==> config.mk <==
export PLATFORM = sky130hd
export DESIGN_NAME = lgbp_ram
export DESIGN_NICKNAME = d
export VERILOG_FILES = /design/src/design/lgbp_ram.sv
export SDC_FILE = /design/constraint.sdc
export NUM_CORES = 2
export LEC_CHECK = 0
export BUFFER_PORTS_ARGS = -buffer_cell sky130_fd_sc_hd__buf_4
export CORE_MARGIN = 5
export CORE_UTILIZATION = 57
export DETAILED_ROUTE_END_ITERATION = 6
export PLACE_DENSITY = 0.82
export SLEW_MARGIN = 20
export SYNTH_ARGS = -nofsm -noshare
export SYNTH_HDL_FRONTEND = slang
export SYNTH_SLANG_ARGS = --single-unit
==> constraint.sdc <==
create_clock -name clk -period 2.8 [get_ports clk]
set_clock_uncertainty 0.15 [all_clocks]
set_input_delay 0.56 -clock clk [delete_from_list [all_inputs] [get_ports clk]]
set_output_delay 0.56 -clock clk [all_outputs]
set_load 0.02 [all_outputs]
==> src/design/lgbp_ram.sv <==
// Simple dual-port synchronous RAM with registered read data and read enable.
module lgbp_ram #(
  parameter int ADDR_W = 8,
  parameter int DATA_W = 8
) (
  input  logic              clk,
  input  logic              we,
  input  logic [ADDR_W-1:0] waddr,
  input  logic [DATA_W-1:0] wdata,
  input  logic              re,
  input  logic [ADDR_W-1:0] raddr,
  output logic [DATA_W-1:0] rdata
);

  localparam int DEPTH = 1 << ADDR_W;

  logic [DATA_W-1:0] mem [DEPTH];

  always_ff @(posedge clk) begin
    if (we) begin
      mem[waddr] <= wdata;
    end
    if (re) begin
      rdata <= mem[raddr];
    end
  end

endmodule

# After elaboration in Yosys (flattened, before gate mapping)
# Memory sizes are Yosys's and may differ from the RTL's. A register that Yosys moved wholly into a read port is not among the register bits.
# Cells that the tools add are included.
# classes
add_sub_neg	0
n_mul	0
div_mod_pow	0
order_cmp	0
eq_ne	0
shifts	0
mux	2
n_bitwise	0
reduce_logical	0
# op_table
cell	n
2-to-1 mux 1 bit	2
# totals
reg_bits	0
latchBits	0
ramBits	2048
mem_bits_ro	0
input_bits	27
output_inout_bits	8
elab_cells	3
n_memories	1
# mem_list
memory	depth	width	read_ports	rd_ports_with_merged_regs	wr	line	text
mem	256	8	1	1	1	17	logic [DATA_W-1:0] mem [DEPTH];

# Longest topological paths before layout
# logic_depth
depth_word	2
mapped_depth	11
mapped_depth_nobuf	6

# Worst setup path before layout
# Ideal clock, no wire load.
# synth_path
path_type	input to register
from	input port raddr[0]
to	register rdata[2], read port of mem, data pin
setup_ps	269
t_arrival_ps	2367
required_ps	2381
setup_slack_ps	14
stages	9
n_path_buf	4
path_cell_list	buf_6 -> buf_12 -> buf_8 -> buf_2 -> mux4_2 -> a22oi_1 -> a21oi_1 -> nor4_1 -> nor4_2
# synth_lines
element	line	text
start, declared	11	input logic [ADDR_W-1:0] raddr,
end, declared	12	output logic [DATA_W-1:0] rdata

==> impl_metrics.toml <==
[sta]
fin_crit_sh = 1.03
setup_viol = 4
tightest_slew_ns = 1.03
fmax_ghz = 0.346
tns_ns = -0.158
setup_slack_ns = -0.0938
hold_viol_final = 0
layout_min_cycle_time_ns = 2.89
worst_slew_margin_rel = 0.311
slew_viol_final = 0

[cts]
post_cts_buffers = 0
clockRootBuffer = "clkbuf_16"
cts_tree = "built"
numCtsBuffers = 187
clkTransAtPathRegs_ns = 0.06
cts_buffer_depth = 3
clock_sinks = 2056
cts.htree.levels = 4
insertion_delay_ns = 0.82

[cells_and_area]
synthToLayoutAreaGrowth_pct = 16.8
final_util = 0.669
stdcell_count = 6429
drive_gt1_frac = 0.320
fillerInstances = 8071
multi_input_area_um2 = 16600
seq_area_um2 = 61700
layout.nets = 4424
mostFrequentLayoutCell = "edfxtp_1"
final_area_um2 = 93100
layout_common_cells = "edfxtp_1, buf_4, mux4_2"

[yosys]
ys_seq_elements = 2056
syn_area_per_cell_um2 = 21.3
async_flop_share = 0
synth_enable_flop_cells = 2056
ys_seq_area_frac = 0.775
synth_cells = 3733
ys_warn_count = 0
synth_area_um2 = 79600
synthDistinctLibCells = 54
ys.flop_type = "edfxtp_1"
synth_nets = 3760

[place]
gp_congestion = 0.923
dpl.hpwl_um = 129000
dp.cells = 6083
placed_cell_area_um2 = 86900
numPortBuffers = 34
place_ws_ns = -1.01

[routing]
wl_per_cell_um = 34.1
dr.pass1.iters = 7
wl_met2_um = 105000
top_layer_used = "met5"
vias_per_cell = 6.89
vias = 44300
drt_iter0_drc = 8338
finalWirelength_um = 219000
dr_wl_met3_um = 29100
antenna_left = 0
drc = 3
wl_met1_um = 71200

[global_routing]
grt_overflow = 0
grt_use_total = 0.298
grt_max_degree = 93
grt_pass1_wl_um = 316000
antenna_found_initial = 7
grt_pass1_vias = 45400

[hold_path]
holdCritStartpoint = "wdata[3]"
whs_path_depth = 1
hold_end = "mem[170][3]"
hold_class = "primary input to flop"

[power]
p_leak_uw = 0.0302
p_per_area_nw_per_um2 = 678
peakVddDrop_mv = 0.725

[die]
io_pins = 35
die_w_um = 384
start_util = 0.572
design.core.area_um2 = 139000
dieArea_um2 = 147000
rows = 137
die_y_um = 384

[critical_path]
startpoint = "raddr[0]"
r2r-end = "rdata[6]"
r2r_setup_slack_ns = -0.04
crit_arrival_ns = 3.32
r2r_start = "mem[235][6]"
ff2ff_path_depth = 6
crit_path_max_fanout = 28
crit_type = "primary input to flop"
critPathCaptureType = "flop"
worstPathRequired_ns = 3.23
cp-start-kind = "primary input"

[run]
drv_cap = 0

[run_status]
status = "finished with violations"
violations = "DRC, setup timing"
## Yosys cell counts (all sizes together), types with 2 or more instances
library cell  number  area, um^2
a2111oi            5        52.6
a211oi            16         120
a21oi             96         480
a221oi            14         129
a22o               8        70.1
a22oi            133         998
a311oi             2        17.5
a31oi              2        12.5
and2               6        37.5
and3b              2        17.5
buf              122        1030
clkbuf           111         417
edfxtp          2056       61700
mux2i            134        1340
mux4             456       10300
nand2             33         124
nand2b             8        50.1
nand3             34         170
nand3b             2        15.0
nand4             10        62.6
nor2             282        1060
nor2b             31         194
nor3              22         110
nor4              27         188
o211ai            10        75.1
o21ai             12        60.1
o221ai            47         418
o22a               5        43.8
o22ai             28         175
o32ai              5        51.3
or2                4        25.0
## critical path: stages
cell,delay [ns]
buf_8,0.24
buf_12,0.32
buf_4,0.27
mux2i_1,0.26
o221ai_1,0.26
a21oi_1,0.25
o22ai_1,0.19
nor4_2,0.62
buf_4,0.25
nor4_2,0.05
## routing by layer
layer  up-vias  global-route usage
met3       819              0.0808
met2      4097               0.473
li1      17000                   -
met4         6               0.158
met1     22400               0.383
met5         -                   0
## registers in the layout (all words and copies together) (netlist names)
signal,cells
rdata,8
mem,2048
## logic make-up (layout without fill, tap and decap cells)
| logic type | Yosys count | in the layout | synth area share |
|---|---|---|---|
| and+or+nand+nor | 466 | 466 | 0.0263 |
| AOI/OAI and AO/OA | 385 | 385 | 0.0342 |
| DFF | 2056 | 2056 | 0.775 |
| other | 0 | 6 | 0 |
| muxes | 591 | 591 | 0.146 |
| buffers and inverters | 235 | 1049 | 0.0183 |
## power by group
| group | switching (uW) | internal (uW) |
|---|---|---|
| registers | 65.7 | 33900 |
| clock network | 11200 | 14200 |
| logic | 2250 | 1450 |
| total | 13500 | 49600 |
## per-stage QoR
| step | hold WS, ns | power, uW |
|---|---|---|
| floorplan | 0.509 | 36300 |
| global placement | 0.802 | 38000 |
| detailed placement | 0.800 | 38200 |
| CTS | 0.0889 | 63100 |
| global route | 0.104 | 64700 |
| finish | 0.107 | 63100 |
## area by class of cell
cell class | count | area share
Clock inverter | 107 | 0.0110
Multi-Input combinational cell | 1442 | 0.178
Timing Repair Buffer | 708 | 0.0684
Inverter | 2 | 0.0000807
Antenna cell | 6 | 0.000161
Tap cell | 1876 | 0.0252
Sequential cell | 2056 | 0.664
Clock buffer | 232 | 0.0532
## worst max path at each step
stage	slack, ns	end	cells after the start
after floorplan	0.01	rdata[2]	9
after global placement	-1.02	rdata[4]	10
after detailed placement	-1.01	rdata[4]	10
after CTS	0.01	rdata[0]	11
after global routing	-0.04	rdata[4]	11
final	-0.09	rdata[6]	10
## what timing repair did
| item | in CTS | in global routing |
|---|---|---|
| resized for setup | 10 | 10 |
| hold buffers | 1 | 0 |
| endpoints found under the setup margin | 6 | 8 |
| endpoints found under the hold margin | 8 | 0 |
| pin swaps | 1 | 0 |
No activity file was read; power rests on OpenSTA's default activity.
