===== src/design/lgbp_pkg.sv =====
// Shared constants, types and helper functions of the local/global branch predictor.
package lgbp_pkg;

  localparam int GHB        = 17;  // global history bits, also pattern index width
  localparam int LHB        = 14;  // local history bits, also local table index width
  localparam int PC_W       = 48;
  localparam int HIST_SHIFT = (GHB > LHB) ? (GHB - LHB) : 0;
  localparam int SUM_W      = LHB + HIST_SHIFT + 1;
  localparam int CLR_W      = (GHB > LHB) ? GHB : LHB;
  localparam int PAT_DEPTH  = 1 << GHB;
  localparam int LOC_DEPTH  = 1 << LHB;
  localparam int CLR_LAST   = ((PAT_DEPTH > LOC_DEPTH) ? PAT_DEPTH : LOC_DEPTH) - 1;

  localparam logic [1:0]     CTR_MAX     = 2'd3;
  localparam logic [1:0]     CTR_MIN     = 2'd0;
  localparam logic [1:0]     CTR_RESET   = 2'd2;
  localparam logic [LHB-1:0] LOCAL_RESET = LHB'(3);

  typedef enum logic [1:0] {
    ST_CLEAR,
    ST_IDLE,
    ST_RD_LOCAL,
    ST_RD_PAT
  } state_t;

  typedef struct packed {
    logic             in_ready;
    logic             accept;
    logic             issue_pat;
    logic             finish;
    logic             clr_pat_we;
    logic             clr_loc_we;
    logic [CLR_W-1:0] clr_addr;
  } ctrl_t;

  // Pattern index: ((pc << HIST_SHIFT) + local) xor global, low GHB bits.
  function automatic logic [GHB-1:0] pat_index(input logic [LHB-1:0] pc_lo,
                                               input logic [LHB-1:0] local_hist,
                                               input logic [GHB-1:0] ghist);
    logic [SUM_W-1:0] sum;
    sum = (SUM_W'(pc_lo) << HIST_SHIFT) + SUM_W'(local_hist);
    return GHB'(sum) ^ ghist;
  endfunction

  // Two-bit saturating counter update.
  function automatic logic [1:0] ctr_update(input logic [1:0] ctr, input logic taken);
    logic [1:0] res;
    res = ctr;
    if (taken) begin
      if (ctr != CTR_MAX) res = ctr + 2'd1;
    end else begin
      if (ctr != CTR_MIN) res = ctr - 2'd1;
    end
    return res;
  endfunction

endpackage


===== src/design/lgbp_ctrl.sv =====
// Sequencer of the branch predictor: clearing pass, then the read/update steps of each branch.
module lgbp_ctrl
  import lgbp_pkg::*;
(
  input  logic  clk,
  input  logic  rst_n,
  input  logic  in_valid,
  input  logic  out_free,
  output ctrl_t ctrl
);

  state_t           state_r, state_nxt;
  logic [CLR_W-1:0] clr_cnt_r, clr_cnt_nxt;
  logic             in_ready;
  logic             accept;

  assign in_ready = (state_r == ST_IDLE) || ((state_r == ST_RD_PAT) && out_free);
  assign accept   = in_valid && in_ready;

  always_comb begin
    state_nxt   = state_r;
    clr_cnt_nxt = clr_cnt_r;
    case (state_r)
      ST_CLEAR: begin
        clr_cnt_nxt = clr_cnt_r + CLR_W'(1);
        if (clr_cnt_r == CLR_W'(CLR_LAST)) state_nxt = ST_IDLE;
      end
      ST_IDLE: begin
        if (accept) state_nxt = ST_RD_LOCAL;
      end
      ST_RD_LOCAL: begin
        state_nxt = ST_RD_PAT;
      end
      ST_RD_PAT: begin
        if (out_free) state_nxt = accept ? ST_RD_LOCAL : ST_IDLE;
      end
      default: begin
        state_nxt = ST_CLEAR;
      end
    endcase
  end

  always_comb begin
    ctrl            = '0;
    ctrl.clr_addr   = clr_cnt_r;
    ctrl.in_ready   = in_ready;
    ctrl.accept     = accept;
    ctrl.issue_pat  = (state_r == ST_RD_LOCAL);
    ctrl.finish     = (state_r == ST_RD_PAT) && out_free;
    ctrl.clr_pat_we = (state_r == ST_CLEAR) && ((clr_cnt_r >> GHB) == '0);
    ctrl.clr_loc_we = (state_r == ST_CLEAR) && ((clr_cnt_r >> LHB) == '0);
  end

  always_ff @(posedge clk) begin
    if (!rst_n) begin
      state_r   <= ST_CLEAR;
      clr_cnt_r <= '0;
    end else begin
      state_r   <= state_nxt;
      clr_cnt_r <= clr_cnt_nxt;
    end
  end

endmodule


===== config.mk =====
export PLATFORM = sky130hd
export DESIGN_NAME = lgbp_ctrl
export DESIGN_NICKNAME = d
export VERILOG_FILES = /design/src/design/lgbp_pkg.sv /design/src/design/lgbp_ctrl.sv
export SDC_FILE = /design/constraint.sdc
export NUM_CORES = 1
export LEC_CHECK = 0
export BUFFER_PORTS_ARGS = -buffer_cell sky130_fd_sc_hd__buf_2
export CORE_MARGIN = 4
export CORE_UTILIZATION = 50
export CTS_CLUSTER_DIAMETER = 100
export DETAILED_ROUTE_END_ITERATION = 8
export GPL_TIMING_DRIVEN = 0
export HOLD_SLACK_MARGIN = 0.12
export PLACE_DENSITY = 0.76
export SLEW_MARGIN = 25
export SYNTH_ARGS = -nofsm -noshare
export SYNTH_HDL_FRONTEND = slang
export SYNTH_SLANG_ARGS = --single-unit

===== constraint.sdc =====
create_clock -name clk -period 2 [get_ports clk]
set_clock_uncertainty 0.15 [all_clocks]
set_input_delay 0.1 -clock clk [delete_from_list [all_inputs] [get_ports clk]]
set_output_delay 0.1 -clock clk [all_outputs]
set_load 0.05 [all_outputs]

# After elaboration in Yosys (flattened, before gate mapping)
# Index checks and enable logic that the tools add are counted.
# word_totals
regBits	19
in_bits	4
output_inout_bits	23
# classes
addsub	1
eq_ne	7
n_mux	5
n_reduce_logical	7
# op_table
operator	n
$add 17x1->17 const B	1
$eq 17x17->1 const B	1
$logic_not 17->1	1
$mux 2	4
$pmux 2 s4	1
$eq 2x2->1 const B	2
$ne 2x2->1 const B	2
$logic_and 1x1->1	3
$reduce_and 3->1	1
$eq 2x1->1 const B	1
$logic_not 2->1	1
$ne 2x1->1 const B	1
$logic_or 1x1->1	1

# Depth between registers and ports, before layout
# depth
ltp_word	7
mapped_depth	7
mapped_depth_nobuf	7

# Worst setup path after synthesis
# OpenSTA, ideal clock, no wires.
# synth_timing
path_type	register to output
from	register state_r[1]
to	output port ctrl[17] (netlist bit)
arrival_ps	2683
required_ps	1750
setup_slack_ps	-933
stages_incl_launch_ff	4
n_path_buf	1
path_cell_list	dfxtp_1 buf_2 nor2_2 nor4b_1
# synth_lines
item	line_no	rtl
start: declaration	lgbp_ctrl.sv:12	state_t state_r, state_nxt;
start signal: assignment	lgbp_ctrl.sv:59	state_r <= state_nxt;
end: declaration	lgbp_ctrl.sv:9	output ctrl_t ctrl

# Worst setup path in the final report
# layout_timing
from	register state_r[0]
to	output port ctrl[21] (netlist bit)
# layout_between
elab_chain_cells	4
elab_cells_between_ends	5
classes_between	2 x eq/ne; 3 x reduce/logical
# layout_lines
item	line_no	rtl
$eq 2x2->1	lgbp_ctrl.sv:17	assign in_ready = (state_r == ST_IDLE) || ((state_r == ST_RD_PAT) && out_free);
$logic_and 1x1->1	lgbp_ctrl.sv:17	
$logic_or 1x1->1 *	lgbp_ctrl.sv:17	
net in_ready	lgbp_ctrl.sv:14	logic in_ready;
$logic_and 1x1->1 *	lgbp_ctrl.sv:18	assign accept = in_valid && in_ready;
# The timed path passes the listed nets; every way through them passes the cells marked *.

==> results.cfg <==
[status]
status = finished clean

[global_route]
grt_usage = 0.169
grt_pass1_wl_mm = 3.46
antenna_found_initial = 0
grt_max_degree = 11
globalRouteOverflowTotal = 0
grt_pass1_vias = 744

[power]
ir_drop_uv = 340
powerDensity_nw_per_um2 = 508
p_leak_uw = 0.000598

[synthesis]
async_reset_ff_frac = 0
synth_top_family_by_area = simple AND/OR/NAND/NOR gates
syn-cell-area_sq_um = 1010
ys_ff_latch = 19
synth_mux_area_frac = 0.0297
synth.most_common_cell = dfxtp_1
synthSimpleGateAreaFrac = 0.369
synth_top_area_share = 0.376
synth_ff_type = dfxtp_1
synth_cell_types = 36
synth-seq-area-share = 0.376
synth_edf_count = 0
synth_compound_area_frac = 0.0545
yosys-top-cells-count = dfxtp_1 (19), and2_1 (13), nand2_1 (10)
synth_xor_area_frac = 0.104
yosys_warnings = 0
yosys.area_share.adder = 0.0248
synth_area_leaders = dfxtp_1 (38%), and2_1 (8.0%), xnor2_1 (6.9%)
syn_avg_cell_area_sq_um = 9.19
synthCells = 110
synth_top_area_cell = dfxtp_1
synth_nets = 116

[routing]
vias = 872
drtPass1Iterations = 4
vias_per_cell = 5.10
initialDrtViolationCount = 13
wl_per_cell_um = 12.7
drtAntennaViolNets = 0
routed_wl_mm = 2.18
drc = 0

[placement]
dp_slack_ps = 130
hpwl_mm = 1.59
dpl.cell_count = 163
io_buffers = 26
gp_congestion = 0.797

[clock_network]
root_buffer = clkbuf_4
h-tree-depth = 1
cts_tree = done
postCtsSetupRepairBufs = 0
path_clk_slew_ps = 110
cts-buffers-inserted = 3
clkLatencyLatePin_ps = 290
cts.sinks = 19
cts_buffer_depth = 2

[sta]
tns_ps = 0
period_minus_slack_ps = 1920
slew_headroom = 0.744
setup_slack_ps = 78.0
max_slew.worst_pin.slew_ps = 385
rsz0062_at_grt = false
hold_viol = 0
fin_crit_sh = 0.961
whs_ps = 360
fmax_mhz = 520
setup_viol = 0
drv_slew = 0

[final_layout]
num_antenna_cells = 0
drive_gt1_frac = 0.347
area_growth_pct = 25.7
final_cell_count_no_fill = 171
nets = 151
finish.utilization = 0.655

[critical_path]
cp.arrival_ps = 1670
cp-end-kind = output port
ff2ff_path_depth = 7
crit_fanout = 10
crit_path_start_kind = flop
path_class = reg -> out
cp.required_ps = 1750
r2r_slack_ps = 120
r2r-start = clr_cnt_r[7]
reg2reg_to = state_r[0]

[flow_run]
drv.max_cap_violation_count = 0

[worst_hold_path]
hold_path.class = reg -> reg
min_path_cells = 2
min_from = clr_cnt_r[13]
holdPathEnd = clr_cnt_r[13]

[die]
die-area_sq_um = 2810
io_pins = 27
num_rows = 16
die_w_um = 53.0
initial_core_util = 0.521
core_area_sq_um = 1940
die_h_um = 53.0
## power by group
part | internal (uW) | switching (uW)
clock network | 77.6 | 118
registers | 384 | 8.59
logic | 20.4 | 37.6
## cell type report
type	instances	area (sq um)
well taps	27	33.8
repair buffers	30	170
clock buffers	4	26.3
multi-input cells	82	608
flip-flops and latches	19	389
fillers	193	671
inverters	3	11.3
plain buffers	6	32.5
## layout by cell type (no fill, tap or decap), drive strengths merged, types with 4 or more instances in the layout
cell	Yosys	layout
buf	3	29
dfxtp	19	19
and2	13	13
nand2	10	10
xnor2	8	8
clkbuf	3	7
nand3	6	6
nor3	5	5
xor2	4	4
dlygate4sd3	0	4
and3	4	4
## per-layer routing
layer | vias up | GRT usage | routed length, um
li1 | 445 | - | -
met2 | 29 | 0.267 | 1010
met3 | 8 | 0.0254 | 131
met5 | - | 0 | 0
met4 | 0 | 0.0766 | 54
met1 | 390 | 0.225 | 979
## stage by stage
step / power [uW] / instance area, sq um
6_report: 646 / 1270
5_1_grt: 678 / 1270
4_1_cts: 653 / 1270
3_5_place_dp: 455 / 1200
3_3_place_gp: 453 / 1200
2_1_floorplan: 437 / 1030
## logic make-up (layout without fill, tap and decap cells)
group	Yosys count	count (layout)
xor gates and xnor gates	12	12
and+or+nand+nor	57	57
adders and majority gates	2	2
buffers and inverters	9	43
DFF	19	19
muxes	3	3
AOI/OAI and AO/OA	8	8
## sequential cells by signal, summed over array words and instances (netlist names)
signal / cells
clr_cnt_r: 17
state_r: 2
## worst max path at each step
stage,start,end,slack (ps),cells past startpoint
after detailed placement,clr_cnt_r[7],state_r[0],130,7
after floorplan,state_r[1],ctrl[17],30,3
after CTS,state_r[0],ctrl[21],90,5
after global placement,clr_cnt_r[7],state_r[0],140,7
after global routing,state_r[0],ctrl[21],4,5
final,state_r[0],ctrl[21],80,5
## critical path, cell delays in order, from the launching register on
cell and delay (ps):
dfxtp_1 420, clkbuf_2 240, a21boi_0 240, and2_1 150, buf_4 90, buf_2 240
## what timing repair did
action	in CTS	in global routing
pin swaps	0	0
resized for setup	1	1
setup endpoints to repair	1	1
hold buffers	4	0
endpoints found under the hold margin	5	0
No activity file was read; power rests on OpenSTA's default activity.
